$ cat src/hw/rtl/tma_pkg.sv
package tma_pkg;

  localparam int SAMPLE_W   = 32;
  localparam int SUM_W      = 42;
  localparam int CNT_W      = 11;
  localparam int ADDR_W     = 10;
  localparam int WINDOW_MAX = 1024;
  localparam logic [CNT_W-1:0] WINDOW_RESET = CNT_W'(100);

  // job queue between the front and the divider
  localparam int QDEPTH = 4;
  localparam int QAW    = 2;
  localparam int QCW    = 3;

  // restoring divider, one dividend bit per step
  localparam int DIV_STEPS = SUM_W;
  localparam int STEP_W    = 6;

  typedef struct packed {
    logic signed [SAMPLE_W-1:0] sample;
    logic                       restart;
  } tma_in_t;

  typedef struct packed {
    logic signed [SAMPLE_W-1:0] average;
    logic [CNT_W-1:0]           samples_in_window;
  } tma_out_t;

  typedef struct packed {
    logic signed [SUM_W-1:0] sum;
    logic [CNT_W-1:0]        count;
  } tma_job_t;

  typedef struct packed {
    logic           empty;
    logic [QCW-1:0] level;
  } tma_fifo_status_t;

  typedef enum logic [1:0] {
    BK_IDLE,
    BK_DIV,
    BK_HOLD
  } tma_bk_state_t;

endpackage

$ cat src/hw/rtl/tma_div.sv
module tma_div (
  input  logic                      clk,
  input  logic                      rst_n,
  input  tma_pkg::tma_fifo_status_t fifo_st,
  input  tma_pkg::tma_job_t         job,
  output logic                      pop,
  output logic                      out_valid,
  input  logic                      out_stall,
  output tma_pkg::tma_out_t         out_data
);
  import tma_pkg::*;

  tma_bk_state_t      state_r;
  tma_bk_state_t      state_nxt;
  logic [SUM_W-1:0]   quo_r;
  logic [CNT_W-1:0]   rem_r;
  logic [CNT_W-1:0]   div_r;
  logic               neg_r;
  logic [STEP_W-1:0]  step_r;
  logic               out_valid_r;
  tma_out_t           out_r;

  logic               load;
  logic               finish;
  logic               out_free;
  logic [CNT_W:0]     rem_sh;
  logic               ge;
  logic [CNT_W:0]     diff;
  logic [SUM_W-1:0]   mag;
  logic [SAMPLE_W-1:0] q32;

  assign out_free  = ~out_valid_r | ~out_stall;
  assign out_valid = out_valid_r;
  assign out_data  = out_r;

  always_comb begin
    rem_sh = {rem_r, quo_r[SUM_W-1]};
    ge     = (rem_sh >= {1'b0, div_r});
    diff   = rem_sh - {1'b0, div_r};
    mag    = job.sum[SUM_W-1] ? SUM_W'(-job.sum) : SUM_W'(job.sum);
    q32    = neg_r ? SAMPLE_W'(-quo_r[SAMPLE_W-1:0]) : quo_r[SAMPLE_W-1:0];
  end

  always_comb begin
    state_nxt = state_r;
    load      = 1'b0;
    finish    = 1'b0;
    unique case (state_r)
      BK_IDLE: begin
        if (!fifo_st.empty) begin
          load      = 1'b1;
          state_nxt = BK_DIV;
        end
      end
      BK_DIV: begin
        if (step_r == STEP_W'(DIV_STEPS-1)) begin
          state_nxt = BK_HOLD;
        end
      end
      BK_HOLD: begin
        if (out_free) begin
          finish    = 1'b1;
          state_nxt = BK_IDLE;
        end
      end
      default: state_nxt = BK_IDLE;
    endcase
  end

  assign pop = load;

  always_ff @(posedge clk) begin
    if (!rst_n) begin
      state_r     <= BK_IDLE;
      out_valid_r <= 1'b0;
    end else begin
      state_r <= state_nxt;
      if (finish) begin
        out_valid_r <= 1'b1;
      end else if (!out_stall) begin
        out_valid_r <= 1'b0;
      end
    end
  end

  always_ff @(posedge clk) begin
    if (load) begin
      quo_r  <= mag;
      rem_r  <= '0;
      div_r  <= job.count;
      neg_r  <= job.sum[SUM_W-1];
      step_r <= '0;
    end else if (state_r == BK_DIV) begin
      quo_r  <= {quo_r[SUM_W-2:0], ge};
      rem_r  <= ge ? diff[CNT_W-1:0] : rem_sh[CNT_W-1:0];
      step_r <= step_r + STEP_W'(1);
    end
    // both fields change only here, so a stalled result holds still
    if (finish) begin
      out_r.average           <= q32;
      out_r.samples_in_window <= div_r;
    end
  end

endmodule

$ cat config.mk
export PLATFORM = sky130hd
export DESIGN_NAME = tma_div
export DESIGN_NICKNAME = d
export VERILOG_FILES = /design/src/hw/rtl/tma_pkg.sv /design/src/hw/rtl/tma_div.sv
export SDC_FILE = /design/constraint.sdc
export NUM_CORES = 1
export LEC_CHECK = 0
export BUFFER_PORTS_ARGS = -buffer_cell sky130_fd_sc_hd__buf_2
export CAP_MARGIN = 20
export CORE_AREA = 5 5 153 155
export DETAILED_ROUTE_END_ITERATION = 7
export DIE_AREA = 0 0 158 160
export GPL_ROUTABILITY_DRIVEN = 1
export SYNTH_ARGS = -nofsm -noshare
export SYNTH_HDL_FRONTEND = slang
export SYNTH_SLANG_ARGS = --single-unit
$ cat constraint.sdc
create_clock -name clk -period 4.3 [get_ports clk]
set_input_delay 0.215 -clock clk [delete_from_list [all_inputs] [get_ports clk]]
set_output_delay 0.215 -clock clk [all_outputs]
set_load 0.03 [all_outputs]
==> results.toml <==
[status]
outcome = "complete, no violations"

[critical_path]
r2r_slack_ns = 1.32
endpoint_kind = "flop"
path_depth = 9
regToRegStartpoint = "quo_r[41]"
worstPathArrival_ns = 3.28
crit_path_top_delay_cell = "o2111ai_1"
cp_num_buf_inv = 1
r2r-end = "rem_r[8]"
criticalPathCategory = "reg2reg"
critPathMaxStageDelay_ns = 0.91
cp-startpoint = "quo_r[41]"
startpoint_type = "flop"
cp_cell_sequence = "inv_1 -> ha_1 -> fa_1 -> nand2b_1 -> a21oi_1 -> o21a_1 -> o2111ai_1 -> a211oi_1 -> a311o_1"
cp_max_fo = 11
crit_family = "compound AO/OA/AOI/OAI gates"
worst-r2r-cell-count = 9
cp.required_ns = 4.60

[detailed_routing]
vias_per_cell = 4.86
drtIter0Drc = 364
first_pass_iters = 5
drtAntennaViolNets = 0
drc_errors = 0
wl_per_cell_um = 15.4
vias = 4895
routed_wl_um = 15500

[place]
io_buffers = 101
dpl_cell_area_sq_mm = 0.00718
gp_congestion = 0.829
dp_hpwl_um = 11000

[clock_tree]
cts_setup_buffers = 0
clockBufferDepth = 2
cts_inserted_buffers = 17
cts_tree = "done"
clock_latency_ns = 0.41
clk_pin_slew_worst_paths_ns = 0.05
cts.htree.levels = 4
postCtsHoldBufs = 11
cts-root-buf = "clkbuf_16"
clkSinkCount = 117
cts_resized = 0

[power_and_ir_drop]
max-vdd-ir-drop_mv = 0.228
p_leak_nw = 2.95
power.density_mw_per_mm2 = 471

[grt]
grt_pass1_vias = 4800
grt_max_degree = 51
grt.total_usage_pct = 12.6
grt_pass1_wl_um = 25600
antenna_found_initial = 0
overflow = 0

[hold_path]
holdCritPathClass = "in2reg"
whs_endpoint = "state_r[1]"
min_path_cells = 2
hp-start = "rst_n"

[sta]
skew_ns = 0.00739
hold_viol_final = 0
slew_headroom_pct = 23.0
fmax_mhz = 335
setup_violations = 0
rsz0062_at_grt = "no"
fin_crit_sh_pct = 69.3
worstMarginPinSlew_ns = 1.15
slew_viol_final = 0
fin_crit_ns = 2.98
fin_tns_setup_ns = 0

[floorplan]
fp.coreArea_sq_mm = 0.0217
num_rows = 54
fp.dieW_um = 158
initial_core_util_pct = 29.5
design.die.area_sq_mm = 0.0253
ios = 105
die_y_um = 160

[synthesis]
ys_seq_area_share_pct = 51.8
ys_warn_count = 0
synthArstFlopShare_pct = 0
synth.largest_area_cell = "edfxtp_1"
synth_top_area_share_pct = 45.5
synth_edf_count = 97
synth_common_cells = "97 x edfxtp_1, 76 x nand2_1, 52 x o21ai_0"
syn_area_sq_mm = 0.00640
synth_area_per_cell_sq_um = 10.5
synth_cell_type_count = 52
synth_cells = 609
ys_ff_latch = 117
synthTopCellsByArea = "edfxtp_1 46%, dfxtp_1 6.3%, xor2_1 5.8%, xnor2_1 4.7%, nand2_1 4.5%"
synth_most_common_cell = "edfxtp_1"
synthFlopType = "edfxtp_1"
synth.net_count = 685

[job]
maxCapViolCount = 0

[finish]
nets = 790
drive_gt1_share_pct = 20.6
syn_to_final_growth_pct = 23.6
design_area_sq_mm = 0.00791
## through the flow
step / hold slack, ns / util (%) / total power [mW] / setup slack, ns / instances
floorplan: 0.314 / - / 2.08 / 1.26 / 609
global placement: 0.392 / 33.1 / 2.29 / 1.23 / 963
detailed placement: 0.393 / 33.1 / 2.30 / 1.22 / 963
CTS: 0.0305 / 36.3 / 3.76 / 1.36 / 1006
global route: 0.0538 / 36.4 / 3.93 / 1.16 / 1007
finish: 0.0522 / 36.5 / 3.72 / 1.32 / 1008
## metal layers
metal	share of wire [%]	GRT usage (%)	routed length (um)	vias up
met4	1.1	3.84	172	0
li1	-	-	-	2476
met5	0	0	0	-
met2	48	19.9	7380	103
met3	5.0	2.98	771	13
met1	46	17.3	7210	2303
## where the power goes
| group | total [mW] | leakage, nW | switching, mW | internal, mW |
|---|---|---|---|---|
| sequential | 1.51 | 1.08 | 0.116 | 1.39 |
| clock | 1.42 | 0.287 | 0.519 | 0.906 |
| combinational | 0.789 | 1.58 | 0.453 | 0.335 |
| total | 3.72 | 2.95 | 1.09 | 2.63 |
## worst max path at each step
stage,to,slack [ns]
after global placement,quo_r[23],1.23
after detailed placement,quo_r[23],1.22
after global routing,rem_r[8],1.16
final,rem_r[8],1.32
after floorplan,out_data[0],1.26
after CTS,rem_r[8],1.36
## cells by family (layout without fill, tap and decap cells)
family | count (synthesis) | after routing | share of synthesized area (%)
xor gates and xnor gates | 76 | 76 | 10.4
DFF | 117 | 117 | 51.8
adders and majority gates | 16 | 16 | 3.25
muxes | 3 | 3 | 0.489
buffers and inverters | 53 | 171 | 3.25
other | 0 | 1 | 0
AOI/OAI and AO/OA | 149 | 149 | 15.6
and+or+nand+nor | 195 | 195 | 15.3
## cell usage in the layout (no fill, tap or decap), types with 6 or more instances in the layout
cell type / n
o31ai_1: 21
nand4_1: 9
nand3_1: 19
xor2_1: 42
edfxtp_1: 97
o211ai_1: 8
o21ai_1: 17
a21oi_1: 8
dfxtp_1: 20
dlygate4sd3_1: 11
nor2_1: 27
a211oi_1: 6
o41ai_1: 12
inv_1: 20
or3_1: 12
xnor2_1: 34
nand2b_1: 9
clkbuf_16: 17
nand2_1: 75
buf_2: 101
ha_1: 15
nor4_1: 6
o21ai_0: 52
or4_1: 8
## worst reg2reg max path, stage by stage (launching register included)
cell and delay (ns):
edfxtp_1 0.42, inv_1 0.09, ha_1 0.19, fa_1 0.20, nand2b_1 0.16, a21oi_1 0.13
o21a_1 0.22, o2111ai_1 0.91, a211oi_1 0.19, a311o_1 0.36
## registers in the layout, indices dropped and copies added (netlist names)
register   cells
div_r         11
neg_r          1
out_data      43
quo_r         42
rem_r         11
out_valid      1
state_r        2
step_r         6
## cell type report
class / count / area [sq um]
clock buffers: 18 / 429
flip-flops and latches: 117 / 3310
well taps: 280 / 350
inverters: 21 / 78.8
repair buffers: 118 / 681
multi-input cells: 439 / 2890
fillers: 2189 / 13800
diodes: 1 / 2.50
clock inverters: 14 / 160
No activity file was read; power rests on OpenSTA's default activity.
