File: config.mk
export PLATFORM = sky130hd
export DESIGN_NAME = tma_fifo
export DESIGN_NICKNAME = d
export VERILOG_FILES = /design/src/hw/rtl/tma_pkg.sv /design/src/hw/rtl/tma_fifo.sv
export SDC_FILE = /design/constraint.sdc
export NUM_CORES = 1
export LEC_CHECK = 0
export BUFFER_PORTS_ARGS = -buffer_cell sky130_fd_sc_hd__buf_2
export CORE_MARGIN = 3
export CORE_UTILIZATION = 56
export CTS_BUF_LIST = sky130_fd_sc_hd__clkbuf_8 sky130_fd_sc_hd__clkbuf_16
export CTS_CLUSTER_DIAMETER = 150
export DETAILED_ROUTE_END_ITERATION = 12
export HOLD_SLACK_MARGIN = 0.15
export PLACE_DENSITY = 0.78
export REMOVE_ABC_BUFFERS = 1
export SYNTH_ARGS = -nofsm -noshare
export SYNTH_HDL_FRONTEND = slang
export SYNTH_SLANG_ARGS = --single-unit
File: constraint.sdc
create_clock -name clk -period 2.5 [get_ports clk]
set_input_delay 0.5 -clock clk [delete_from_list [all_inputs] [get_ports clk]]
set_output_delay 0.5 -clock clk [all_outputs]
set_load 0.01 [all_outputs]
File: src/hw/rtl/tma_pkg.sv
package tma_pkg;

  localparam int SAMPLE_W   = 32;
  localparam int SUM_W      = 42;
  localparam int CNT_W      = 11;
  localparam int ADDR_W     = 10;
  localparam int WINDOW_MAX = 1024;
  localparam logic [CNT_W-1:0] WINDOW_RESET = CNT_W'(100);

  // job queue between the front and the divider
  localparam int QDEPTH = 4;
  localparam int QAW    = 2;
  localparam int QCW    = 3;

  // restoring divider, one dividend bit per step
  localparam int DIV_STEPS = SUM_W;
  localparam int STEP_W    = 6;

  typedef struct packed {
    logic signed [SAMPLE_W-1:0] sample;
    logic                       restart;
  } tma_in_t;

  typedef struct packed {
    logic signed [SAMPLE_W-1:0] average;
    logic [CNT_W-1:0]           samples_in_window;
  } tma_out_t;

  typedef struct packed {
    logic signed [SUM_W-1:0] sum;
    logic [CNT_W-1:0]        count;
  } tma_job_t;

  typedef struct packed {
    logic           empty;
    logic [QCW-1:0] level;
  } tma_fifo_status_t;

  typedef enum logic [1:0] {
    BK_IDLE,
    BK_DIV,
    BK_HOLD
  } tma_bk_state_t;

endpackage

File: src/hw/rtl/tma_fifo.sv
module tma_fifo (
  input  logic                      clk,
  input  logic                      rst_n,
  input  logic                      push,
  input  tma_pkg::tma_job_t         push_data,
  input  logic                      pop,
  output tma_pkg::tma_job_t         pop_data,
  output tma_pkg::tma_fifo_status_t status
);
  import tma_pkg::*;

  tma_job_t         entries_r [QDEPTH];
  logic [QAW-1:0]   wr_r;
  logic [QAW-1:0]   rd_r;
  logic [QCW-1:0]   level_r;
  logic [QCW-1:0]   level_nxt;

  assign pop_data     = entries_r[rd_r];
  assign status.empty = (level_r == '0);
  assign status.level = level_r;

  always_comb begin
    level_nxt = level_r;
    if (push && !pop) begin
      level_nxt = level_r + QCW'(1);
    end else if (pop && !push) begin
      level_nxt = level_r - QCW'(1);
    end
  end

  always_ff @(posedge clk) begin
    if (push) begin
      entries_r[wr_r] <= push_data;
    end
  end

  always_ff @(posedge clk) begin
    if (!rst_n) begin
      wr_r    <= '0;
      rd_r    <= '0;
      level_r <= '0;
    end else begin
      if (push) begin
        wr_r <= wr_r + QAW'(1);
      end
      if (pop) begin
        rd_r <= rd_r + QAW'(1);
      end
      level_r <= level_nxt;
    end
  end

endmodule

==> results.md, run 1 <==
* Sequential area share after synthesis at 0.803
* Switching share of power at 0.211
* Site Rows at 43
* CTS root buf: clkbuf_16
* Die Wd at 127 um
* Drt drc at 0
* Clock power frac at 0.383
* Fmax at 426 MHz
* Worst vdd ir at 667 uV
* GRT Overall Usage at 0.183
* YS warnings at 0
* Post-route setup slack at 154 ps
* HPWL after DPL at 8750 um
* H-tree levels at 1
* Mapped Cells at 319
* Syn avg cell area at 25.5 um^2
* PwrDens at 856 nW/um^2
* Hold_sp: push_data[48]
* Combinational Power Share at 0.098
* Iter 0 DRT Violations at 268
* Starting density of the core at 0.580
* Pin count of the biggest net entering global routing at 32
* Clock skew at 14.7 ps
* Lkg Pwr at 3.36 nW
* Worst R2R End: level_r[2]
* Hold EP: entries_r[0][48]
* Finished Layout Cells at 656
* Internal at 6.55 mW
* P_sw at 1.75 mW
* Hold depth at 1
* TritonCTS clock tree: done
* RSZ-0062 raised after global routing: false
* Pwr Total at 8.30 mW
* Final cycle utilization of the critical path at 0.938
* Initial antenna violation count at 1
* Detailed Routing Iterations Pass 1 at 4
* Hold Buf Count CTS at 0
* Crit path capture type: output pin
* Fin nets at 524
* Gp weighted congestion at 0.730
* Vias after detailed routing at 3782
* Via density at 5.77
* Number of max-cap violations at 0
* Ports at 114
* Flop pwr share at 0.520
* Critical path arrival at 1850 ps
* Core area at 14000 um^2
* Most frequent cells in the layout: 212 x edfxtp_1, 113 x buf_2, 50 x mux4_2
* First-pass GRT wire length at 22600 um
* Worst-path clk slew at 60 ps
* Maximum clock insertion buffer count at 3
* # port buffers at 113
* Final wirelength at 14300 um
* Setup total negative slack at 0 ps
* Post-CTS Resized at 0
* Clk sinks at 221
* Max-slew violation count at 0
* Clock insertion delay at the later pin of the skew report at 500 ps
* R2R depth at 4
* Post-DR wirelength/cell at 21.8 um
* Die area at 16000 um^2
* R2R setup slack at 980 ps
* Fin. Hold Viols at 0
* Slew @ Worst Pin at 481 ps
* Setup CP Type: register to output pin
* Layout area overhead at 19.0%
* Placed instance area at 8950 um^2
* Yosys cell types at 21
* Slew Limit Headroom at 0.680
* Grt ovf at 0
* Post-Place Setup Slack at 465 ps
* Post-route ant nets at 0
* Worst R2R Start: level_r[0]
* Fin crit period at 2350 ps
* Status: complete, no violations
* TritonCTS Buffers at 22
* N_diodes at 0
* Startpoint Class: register
* Post-CTS Repair Setup Buffers at 3
* Synth Cell Area at 8150 um^2
* Die Ht at 127 um
* CP Data Required Time at 2000 ps
* Most common cell after layout, fill and taps aside: edfxtp_1
* # setup viols final at 0
* FF+latch count, synth at 221
* Number of global-route vias before repair at 3996
* Post-placement cell count at 614
* Largest fanout on the critical path at 13
* Hold WC Path Type: primary input to register
* Post-route cell area at 9700 um^2
* Layout cell share with drive strength beyond 1 at 0.450
## kinds of logic after synthesis
family / share of synthesized area
AND/OR/NAND/NOR: 0.0103
flip-flops: 0.803
AO/OA/AOI/OAI: 0.00154
multiplexers: 0.150
XOR/XNOR: 0.00537
buffers and inverters: 0.0190
adder cells (fa/ha/maj): 0.0101
## critical path: stages (launching register included)
cell     delay (ps)
dfxtp_2         520
buf_4           290
mux4_1          360
buf_2           170
## how the worst max path moves through the flow
stage                     cells after the start      endpoint  slack [ps]  startpoint
after floorplan                               1  pop_data[43]       -1000    register
after global placement                        3   pop_data[2]         470    register
after detailed placement                      3  pop_data[36]         460    register
after CTS                                     3  pop_data[43]         120    register
after global routing                          3  pop_data[43]          80    register
final                                         3  pop_data[43]         150    register
## routing by layer
metal / wire (um) / GRT usage / vias up
li1: - / - / 1637
met1: 5990 / 0.261 / 1973
met2: 7060 / 0.300 / 149
met3: 989 / 0.0392 / 21
met4: 243 / 0.0385 / 2
met5: 7 / 0 / -
## final cells by class
type | count | area, um^2
sequential | 221 | 6550
fill | 853 | 4340
multi-input combinational | 82 | 1450
timing repair buffer | 130 | 743
clock buffer | 22 | 551
tap | 180 | 225
clock inverter | 17 | 160
inverter | 4 | 15.0
## synth_stat cells (all sizes together)
master	number	area, um^2
a21boi	1	7.51
or3	1	6.26
fa	1	20.0
and2	9	56.3
nor2b	2	12.5
ha	5	62.6
mux2i	2	20.0
clkbuf	1	3.75
mux4	53	1200
dfxtp	9	180
nor3	1	5.00
nand2	1	3.75
buf	11	136
xnor2	2	17.5
o21ai	1	5.00
inv	4	15.0
edfxtp	212	6370
xor2	3	26.3
## state kept, by name (all words and copies together), names as in the netlist, named ones only
| register | count |
|---|---|
| entries_r | 212 |
| level_r | 3 |
| rd_r | 2 |
| wr_r | 2 |
## stage by stage
step	util	hold WS, ps
floorplan	-	521
global placement	0.638	495
detailed placement	0.638	509
CTS	0.691	202
global route	0.691	195
finish	0.691	219
## power groups by stage
stage,Clock [mW],Combinational [mW],Sequential (mW)
5_1_grt,3.41,0.878,4.33
2_1_floorplan,0,0.412,4.43
4_1_cts,3.25,0.829,4.31
3_3_place_gp,0,0.780,4.39
3_5_place_dp,0,0.799,4.40
6_report,3.18,0.809,4.31
(Power assumes the default switching activity.)
==> run 2, diff against run 1 <==
--- a/config.mk
+++ b/config.mk
@@ -6,13 +6,12 @@
 export NUM_CORES = 1
 export LEC_CHECK = 0
 export BUFFER_PORTS_ARGS = -buffer_cell sky130_fd_sc_hd__buf_2
-export CORE_MARGIN = 3
-export CORE_UTILIZATION = 56
+export CORE_MARGIN = 4
+export CORE_UTILIZATION = 30
 export CTS_BUF_LIST = sky130_fd_sc_hd__clkbuf_8 sky130_fd_sc_hd__clkbuf_16
 export CTS_CLUSTER_DIAMETER = 150
 export DETAILED_ROUTE_END_ITERATION = 12
 export HOLD_SLACK_MARGIN = 0.15
-export PLACE_DENSITY = 0.78
 export REMOVE_ABC_BUFFERS = 1
 export SYNTH_ARGS = -nofsm -noshare
 export SYNTH_HDL_FRONTEND = slang
==> run 2 against run 1 <==
Worst hold slack got worse by 11 ps. Clock skew is 5.6 ps lower. Worst setup slack worse by 49 ps. Combinational power increased by 3.2%. Non-clock buffer count down 3. Fmax is 2.1% lower. Flip-flop and latch count did not move. Die area is 86% higher. Largest power group unchanged. Highest routed layer is now met4.
==> results.md, run 2 (synthesis results as in run 1) <==
* Status: complete, no violations (unchanged)
* Vias after detailed routing at 3667 (was 3782)
* R2R depth at 3 (was 4)
* DR WL met3 at 834 um (was 989 um)
* Clock skew at 9.10 ps (was 14.7 ps)
* First-pass GRT wire length at 24500 um (was 22600 um)
* Fin nets at 523 (was 524)
* Worst R2R Start: wr_r[0] (was level_r[0])
* Post-placement cell count at 773 (was 614)
* HPWL after DPL at 9830 um (was 8750 um)
* Hold WC Path Type: primary input to register (unchanged)
* Switching share of power at 0.217 (was 0.211)
* GRT Overall Usage at 0.105 (was 0.183)
* Gp weighted congestion at 0.644 (was 0.730)
* Slowest cell on crit path: mux4_2 (was dfxtp_2)
* Number of max-cap violations at 0 (unchanged)
* Die Ht at 173 um (was 127 um)
* Pin count of the biggest net entering global routing at 28 (was 32)
* Most frequent cells in the layout: 212 x edfxtp_1, 113 x buf_2, 51 x mux4_2 (was 212 x edfxtp_1, 113 x buf_2, 50 x mux4_2)
* Post-route ant nets at 0 (unchanged)
* Top sig layer: met4 (was met5)
* Fin crit period at 2390 ps (was 2350 ps)
* Site Rows at 60 (was 43)
* Flop pwr share at 0.514 (was 0.520)
* Largest fanout on the critical path at 20 (was 13)
* Biggest register: entries_r (unchanged)
* Post-DR wirelength/cell at 19.3 um (was 21.8 um)
* Combinational Power Share at 0.100 (was 0.098)
* Final wirelength at 15800 um (was 14300 um)
* Layout area overhead at 22.3% (was 19.0%)
* Fin. Hold Viols at 0 (unchanged)
* Final cycle utilization of the critical path at 0.958 (was 0.938)
* Worst-path clk slew at 60 ps (about the same)
* Crit path capture type: output pin (unchanged)
* Starting density of the core at 0.304 (was 0.580)
* P_sw at 1.82 mW (was 1.75 mW)
* Max reg flops at 212 (unchanged)
* Critical path arrival at 1890 ps (was 1850 ps)
* Setup CP Type: register to output pin (unchanged)
* Grt ovf at 0 (unchanged)
* M1 WL at 6710 um (was 5990 um)
* Layout cell share with drive strength beyond 1 at 0.454 (was 0.450)
* Internal at 6.55 mW (about the same)
* Hold EP: entries_r[0][32] (was entries_r[0][48])
* Die Wd at 173 um (was 127 um)
* Hold_sp: push_data[32] (was push_data[48])
* PwrDens at 841 nW/um^2 (was 856 nW/um^2)
* Top Registers: entries_r x212, level_r x3 (unchanged)
* Number of global-route vias before repair at 4212 (was 3996)
* Core area at 26800 um^2 (was 14000 um^2)
* Max-slew violation count at 0 (unchanged)
* Ports at 114 (unchanged)
* Slew Limit Headroom at 0.704 (was 0.680)
* WP buf/inv at 2 (unchanged)
* CP Data Required Time at 2000 ps (about the same)
* Lkg Pwr at 3.40 nW (was 3.36 nW)
* Post-Place Setup Slack at 441 ps (was 465 ps)
* Crit path largest cell delay at 550 ps (was 520 ps)
* Pwr Total at 8.38 mW (was 8.30 mW)
* Worst R2R End: entries_r[1][49] (was level_r[2])
* Finished Layout Cells at 817 (was 656)
* Hold_ws at 209 ps (was 219 ps)
* Clk sinks at 221 (unchanged)
* Hold depth at 1 (unchanged)
* Ordered cell list for the critical path: buf_12 > mux4_2 > buf_2 (was buf_4 > mux4_1 > buf_2)
* Die area at 29900 um^2 (was 16000 um^2)
* Iter 0 DRT Violations at 201 (was 268)
* CTS root buf: clkbuf_16 (unchanged)
* Drt drc at 0 (unchanged)
* # port buffers at 113 (unchanged)
* Startpoint Class: register (unchanged)
* Slew @ Worst Pin at 443 ps (was 481 ps)
* TritonCTS Buffers at 24 (was 22)
* Clock power frac at 0.386 (was 0.383)
* Post-route setup slack at 105 ps (was 154 ps)
* R2R setup slack at 860 ps (was 980 ps)
* Initial antenna violation count at 0 (was 1)
* TritonCTS clock tree: done (unchanged)
* Delay-heaviest family, CP: multiplexers (was flip-flops)
* H-tree levels at 1 (unchanged)
* Most common cell after layout, fill and taps aside: edfxtp_1 (unchanged)
* N_diodes at 0 (unchanged)
* Clock insertion delay at the later pin of the skew report at 500 ps (about the same)
* RSZ-0062 raised after global routing: true (was false)
* Maximum clock insertion buffer count at 3 (unchanged)
* Met2 wire length at 7870 um (was 7060 um)
* Worst vdd ir at 450 uV (was 667 uV)
* # setup viols final at 0 (unchanged)
* Via density at 4.49 (was 5.77)
* Fmax at 418 MHz (was 426 MHz)
* Detailed Routing Iterations Pass 1 at 4 (unchanged)
## run 2: cell types whose count changed in the layout (fill, tap and decap cells not counted), sizes merged
| cell | before | now |
|---|---|---|
| buf | 130 | 127 |
| clkbuf | 22 | 25 |
| inv | 9 | 12 |
| bufinv | 3 | 1 |
| clkinvlp | 1 | 0 |
## run 2: worst register-to-register path, stage by stage (launching register included)
cell,delay (ps)
dfxtp_1,420
ha_1,190
and2_4,420
buf_4,310
## run 2: how the worst max path moves through the flow
stage,end,slack [ps],cells past startpoint
global placement,pop_data[44],510,3
detailed placement,level_r[2],440,7
global route,pop_data[26],-10,3
floorplan,pop_data[43],-1000,1
finish,pop_data[26],110,3
CTS,pop_data[20],20,3
## run 2: timing repair
action	4_1_cts	5_1_grt
hold endpoints to repair	0	0
hold buffers	0	0
endpoints found under the setup margin	15	12
pin swaps	0	0
resized for setup	1	2
cloned	1	0
buffers inserted	1	0
## run 2: per-layer routing
layer,track usage,vias up
met2,0.180,91
met4,0.0286,0
li1,-,1635
met3,0.0251,27
met1,0.133,1914
met5,0,-
## run 2: final cells by class
cell class | count | area [um^2]
fillers | 2439 | 16800
well taps | 341 | 427
repair buffers | 127 | 786
multi-input cells | 82 | 1450
clock inverters | 17 | 105
inverters | 4 | 15.0
flip-flops and latches | 221 | 6550
clock buffers | 25 | 626
## run 2: metrics by stage
step	cell area, um^2	TNS [ps]	util
3_3_place_gp	9200	0	0.343
3_5_place_dp	9200	0	0.343
4_1_cts	9970	0	0.372
5_1_grt	9970	-32.1	0.372
2_1_floorplan	8010	-49950	-
6_report	9970	0	0.372
## run 2: power by group through the flow
stage | Combinational, mW | Sequential [mW] | Clock [mW]
after floorplan | 0.412 | 4.43 | 0
after global placement | 0.826 | 4.38 | 0
after detailed placement | 0.841 | 4.39 | 0
after CTS | 0.868 | 4.31 | 3.35
after global routing | 0.913 | 4.33 | 3.51
final | 0.835 | 4.31 | 3.23
